**config.mk**
```make
export PLATFORM = sky130hd
export DESIGN_NAME = r250_lehmer
export DESIGN_NICKNAME = d
export VERILOG_FILES = /design/src/rtl/core/r250_pkg.sv /design/src/rtl/core/r250_lehmer.sv
export SDC_FILE = /design/constraint.sdc
export NUM_CORES = 1
export LEC_CHECK = 0
export BUFFER_PORTS_ARGS = -buffer_cell sky130_fd_sc_hd__buf_2
export CORE_ASPECT_RATIO = 0.5
export CORE_MARGIN = 2
export CORE_UTILIZATION = 49
export CTS_CLUSTER_DIAMETER = 120
export DETAILED_ROUTE_END_ITERATION = 8
export GPL_TIMING_DRIVEN = 1
export PLACE_DENSITY = 0.66
export SLEW_MARGIN = 20
export SYNTH_ARGS = -nofsm -noshare
export SYNTH_HDL_FRONTEND = slang
export SYNTH_SLANG_ARGS = --single-unit
```
**constraint.sdc**
```tcl
create_clock -name i_clk -period 8.3 [get_ports i_clk]
set_clock_uncertainty 0.2 [all_clocks]
set_input_delay 0 -clock i_clk [delete_from_list [all_inputs] [get_ports i_clk]]
set_output_delay 0 -clock i_clk [all_outputs]
set_load 0.02 [all_outputs]
```
**src/rtl/core/r250_pkg.sv**
```systemverilog
// ----------------------------------------------------------------------------
// r250_pkg
// Shared types, constants and helpers of the R250 random generator.
// ----------------------------------------------------------------------------
`default_nettype none

package r250_pkg;

    localparam int RING_LEN = 250;
    localparam int RING_AW  = 8;
    localparam int DIAG_LEN = 32;

    typedef logic [31:0]        t_word;
    typedef logic [RING_AW-1:0] t_ring_addr;
    typedef logic [1:0]         t_cmd;

    localparam t_ring_addr RING_LAST = 8'd249;
    localparam t_ring_addr RING_WRAP = 8'd147;
    localparam t_ring_addr RING_TAP  = 8'd103;

    localparam logic [14:0] LEHMER_MUL = 15'd16807;
    localparam t_word       LEHMER_MOD = 32'h7fff_ffff;

    localparam t_word WORD_TOP  = 32'h8000_0000;
    localparam t_word WORD_ONES = 32'hffff_ffff;

    localparam t_cmd CMD_RAW     = 2'd0;
    localparam t_cmd CMD_BOUNDED = 2'd1;
    localparam t_cmd CMD_RESEED  = 2'd2;

    typedef struct packed {
        logic       rd_en;
        t_ring_addr rd_addr_a;
        t_ring_addr rd_addr_b;
        logic       wr_en;
        t_ring_addr wr_addr;
        t_word      wr_data;
    } t_ring_req;

    // Force the diagonal word at 5j+3: clear bits above 31-j, set bit 31-j.
    function automatic t_word diag_force(input t_ring_addr idx, input t_word w);
        t_word res;
        res = w;
        for (int j = 0; j < DIAG_LEN; j++) begin
            if (idx == RING_AW'(5 * j + 3)) begin
                res = (w & (WORD_ONES >> j)) | (WORD_TOP >> j);
            end
        end
        return res;
    endfunction

    // Ring contents after a reseed with seed zero.
    function automatic t_word ring_reset_word(input t_ring_addr idx);
        return diag_force(idx, '0);
    endfunction

endpackage

`default_nettype wire

```
**src/rtl/core/r250_lehmer.sv**
```systemverilog
// ----------------------------------------------------------------------------
// r250_lehmer
// Minimal-standard Lehmer step unit: multiply by 16807, then fold modulo
// 2^31-1. A step registers the product, then the folded state.
// ----------------------------------------------------------------------------
`default_nettype none

module r250_lehmer (
    input  wire logic            i_clk,
    input  wire logic            i_rst_n,
    input  wire logic            i_load,
    input  wire r250_pkg::t_word i_load_value,
    input  wire logic            i_step,
    output r250_pkg::t_word      o_state
);

    r250_pkg::t_word r_state;
    logic            r_mul_valid;
    logic [46:0]     r_prod;

    logic [31:0]     fold_sum;
    r250_pkg::t_word fold_res;

    always_comb begin
        fold_sum = {1'b0, r_prod[30:0]} + {16'b0, r_prod[46:31]};
        fold_res = (fold_sum >= r250_pkg::LEHMER_MOD) ?
                   fold_sum - r250_pkg::LEHMER_MOD : fold_sum;
    end

    always_ff @(posedge i_clk) begin
        if (i_step) begin
            r_prod <= 47'(r_state) * 47'(r250_pkg::LEHMER_MUL);
        end
    end

    always_ff @(posedge i_clk) begin
        if (!i_rst_n) begin
            r_state     <= '0;
            r_mul_valid <= 1'b0;
        end else begin
            r_mul_valid <= i_step;
            if (i_load) begin
                r_state <= i_load_value;
            end else if (r_mul_valid) begin
                r_state <= fold_res;
            end
        end
    end

    assign o_state = r_state;

endmodule

`default_nettype wire

```
* After elaboration in Yosys (flattened, before gate mapping)
Cells that the tools add are included.
** Word-level totals
- Bits of input ports :: 36
- Bits in registers :: 80
** Cells by class
- Add/subtract/negate cells :: 2
- Muxes and demuxes :: 3
- Multiply operators :: 1
- Order comparisons :: 1
- Reduce and logical (&&, ||, !) cells :: 1
** Operator list (number)
- $mux 32 :: 3
- $mul 32x15->47 const B :: 1
- $add 31x16->32 :: 1
- $ge 32x31->1 const B :: 1
- $sub 32x31->32 const B :: 1
- $reduce_bool 2->1 :: 1

* Depth between registers and ports, before layout
- Depth in word-level cells :: 5
- Mapped depth :: 24

* Worst setup path before layout
Ideal clock, no wire load.
- Path kind :: reg-to-reg
- Start point :: register r_state[14], in the netlist o_state[14]
- End point :: register r_prod[45], data pin
- Arrival :: 5.962 ns
- Stages on the path, launching flop included :: 25
- Path slack :: 1.880 ns
- Period minus slack after synthesis :: 6.420 ns
- Buffers on the path :: 0
- Cells stage by stage :: dfxtp_1 inv_1 fa_1 inv_1 ha_1 inv_1 fa_1 inv_1 fa_1 fa_1 inv_1 fa_1 inv_1 ha_1 a21o_1 a21o_1 a21oi_1 o31ai_1 nor3_1 o21ai_0 a21bo_2 and4_1 o2111ai_1 a31oi_1 xnor2_1
** Between the ends
- Word-level cells in the longest chain between the ends :: 1
** RTL lines
- from (decl) :: line r250_lehmer.sv:17 : r250_pkg::t_word r_state;
- from (signal assigned) :: line r250_lehmer.sv:43 : r_state <= i_load_value;
- from (signal assigned) :: line r250_lehmer.sv:45 : r_state <= fold_res;
- $mul 32x15->47 :: line r250_lehmer.sv:32 : r_prod <= 47'(r_state) * 47'(r250_pkg::LEHMER_MUL);
- to (signal assigned) :: line r250_lehmer.sv:32
- to (decl) :: line r250_lehmer.sv:19 : logic [46:0] r_prod;
Every way passes these cells.
A chain may end at the register's enable or synchronous reset.

* Worst setup path in the final report
- Start point :: register r_state[8], in the netlist o_state[8]
- End point :: register r_prod[45], data pin
The elaborated chain is that of the path after synthesis.

==> impl_metrics.csv <==
group,metric,value,unit
clock_network,clockRootBuffer,"clkbuf_16",
layout,final_common_cell,"inv_1",
clock_network,cts_buffer_depth,2,
global_routing,antenna_found_initial,2,
timing,fmax,136,MHz
clock_network,clkSlewWorstSetupHoldPaths,0.07,ns
min_path,min_path_cells,1,
pwr,fin_total_pwr,5.84,mW
global_routing,grt_first_pass_wirelength,54.9,mm
pwr,netSwitchingPower,3.11,mW
timing,rsz0062_at_grt,"no",
placed_design,place_hpwl,28.8,mm
job,cap_violations,0,
synth,yosys.area.top_type,"fa_1",
synth,yosys_warnings,0,
synth,synthCells,1353,
pwr,peakVddDrop,0.188,mV
setup_path,endpoint_kind,"register",
floorplan,die-area,26800,um2
setup_path,path_max_fanout,7,
floorplan,start_util,0.497,
layout,final_area,13900,um2
timing,tightest_slew,0.817,ns
clock_network,numCtsBuffers,9,
routing,highest_layer,"met4",
clock_network,clock_sinks,80,
layout,multi_input_area,9090,um2
synth,synthArstFlopShare,0,
global_routing,grt_max_degree,49,
synth,yosysUniqueCellTypes,72,
setup_path,cp.required,8.19,ns
global_routing,first_global_vias,10200,
global_routing,grt_usage,0.269,
pwr,combPwrFrac,0.776,
synth,avgSynthCellArea,9.21,um2
routing,wl_met2,15.5,mm
synth,synth_seq_cells,80,
floorplan,core_area,25100,um2
routing,ant_nets,0,
outcome,run_status,"complete, no violations",
placed_design,port_buffers,67,
timing,fin_crit_sh,0.888,
setup_path,cp.arrival,7.27,ns
setup_path,start_kind,"register",
clock_network,htreeDepth,3,
routing,wl_per_cell,19.3,um
layout,nNetsFinal,1836,
synth,ys.flop_type,"edfxtp_1",
routing,via_per_inst,5.57,
synth,netlist_area,12500,um2
layout,final_cells,1802,
routing,drt_iter0_markers,756,
clock_network,clock_latency,0.35,ns
global_routing,gr-total-overflow,0,
pwr,switching_share,0.532,
setup_path,crit_type,"reg2reg",
setup_path,crit_end,"r_prod[45]",
setup_path,r2r_slack,0.93,ns
floorplan,die_y,117,um
timing,timing.setup.tns,0,ns
timing,slew_viol_final,0,
synth,yosysSeqAreaShare,0.166,
timing,hold_viol_final,0,
setup_path,startpoint,"o_state[8]",
synth,synth-edff-count,47,
synth,syn-num-nets,1737,
clock_network,cts_resized,0,
floorplan,die_x,230,um
routing,met1_length,16.3,mm
pwr,power_density,420,nW/um2
layout,final_cell_mix,"inv_1, ha_1, fa_1",
timing,setup_viol,0,
min_path,min_path_type,"in2reg",
setup_path,r2r-start,"o_state[8]",
routing,wl,34.8,mm
pwr,sequentialPowerShare,0.151,
routing,via_count,10000,
clock_network,post_cts_buffers,0,
pwr,clockPowerShare,0.073,
layout,drive_gt1_frac,0.0707,
timing,period_minus_slack,7.37,ns
clock_network,cts_tree,"done",
setup_path,r2r_cells,25,
layout,syn2layout_area_growth,11.4,%
layout,ff_latch_area,2070,um2
placed_design,dp.cells,1744,
timing,maxSlewHeadroom,0.455,
routing,wl_met3,2.04,mm
synth,yosys-top-cells-area,"fa_1, ha_1, edfxtp_1",
placed_design,gp_congestion,0.961,
routing,drcViolationCount,0,
setup_path,r2r-end,"r_prod[45]",
pwr,p_int,2.73,mW
floorplan,io_pins,68,
pwr,p_leak,7.15,nW
floorplan,rows,41,
routing,drt_pass1_iterations,5,
synth,synth_top_area_share,0.223,
placed_design,place_area,13200,um2
layout,nFillCells,2296,
==> flip-flops by register name (all words and copies together), names as in the netlist <==
name and cells:
r_mul_valid 1, o_state 32, r_prod 47
==> power by group through the flow <==
stage | clock, mW | sequential [mW] | combinational (mW)
after floorplan | 0 | 0.801 | 3.32
after global placement | 0 | 0.880 | 4.37
after detailed placement | 0 | 0.881 | 4.46
after CTS | 0.431 | 0.875 | 4.51
after global routing | 0.447 | 0.893 | 5.08
final | 0.426 | 0.881 | 4.53
==> critical path, cell delays in order (launching register included) <==
cell       delay (ns)
dfxtp_1          0.71
inv_1            0.25
fa_1             0.59
inv_1            0.05
ha_1             0.27
inv_1            0.06
fa_1             0.50
inv_1            0.04
ha_1             0.30
fa_1             0.55
inv_1            0.06
fa_1             0.53
inv_1            0.04
ha_1             0.37
a21o_1           0.21
a31oi_1          0.17
o21ai_0          0.27
and4_1           0.31
nor3_1           0.18
buf_4            0.17
o21ai_0          0.17
a21bo_2          0.26
and4_1           0.22
o2111ai_1        0.30
a31oi_1          0.16
xnor2_1          0.14
==> cells in the mapped netlist, types with 30 or more instances <==
cell type,count
a21o_1,37
a21oi_1,76
dfxtp_1,33
edfxtp_1,47
fa_1,139
ha_1,209
inv_1,317
nand2_1,46
nor2_1,47
nor3_1,30
o21ai_0,46
xnor2_1,50
==> final cells by class <==
| cell class | count | share of cell area |
|---|---|---|
| repair buffers | 112 | 0.0560 |
| multi-input cells | 930 | 0.655 |
| diodes | 1 | 0.000180 |
| clock buffers | 12 | 0.0193 |
| well taps | 344 | 0.0310 |
| clock inverters | 4 | 0.00351 |
| flip-flops and latches | 80 | 0.149 |
| inverters | 319 | 0.0862 |
==> how the worst min path moves through the flow <==
| stage | slack (ns) | startpoint | end |
|---|---|---|---|
| global route | 0.04 | i_step | r_prod[32] |
| global placement | 0.05 | i_load_value[8] | o_state[8] |
| CTS | 0.14 | i_load | o_state[2] |
| finish | 0.02 | i_step | r_prod[32] |
| detailed placement | 0.05 | i_load_value[8] | o_state[8] |
| floorplan | -0.09 | i_load_value[11] | o_state[11] |
==> kinds of logic (layout without fill, tap and decap cells) <==
group | Yosys count | after routing | share of synthesized area
mux | 2 | 2 | 0.00161
other cells | 0 | 1 | 0
xor+xnor | 72 | 72 | 0.0506
flops | 80 | 80 | 0.166
simple gates | 243 | 243 | 0.103
fa+ha+maj | 348 | 348 | 0.433
buf+inv | 343 | 447 | 0.105
compound gates | 265 | 265 | 0.141
==> per-layer routing <==
metal,vias to the layer above,GRT usage
met5,-,0
met4,0,0.0779
met3,53,0.0405
met2,323,0.431
met1,4934,0.381
li1,4732,-
==> per-stage QoR <==
step,util,hold slack [ns],setup slack (ns)
6_report,0.554,0.0228,0.927
5_1_grt,0.554,0.0365,0.670
4_1_cts,0.553,0.140,1.00
3_5_place_dp,0.524,0.0496,1.04
3_3_place_gp,0.524,0.0478,1.17
2_1_floorplan,-,-0.0914,1.88
==> timing repair <==
item | in CTS | in global routing
endpoints found under the hold margin | 33 | 0
hold buffers | 41 | 0
setup endpoints to repair | 0 | 0
Note: power is estimated with default switching activity, not from simulation.
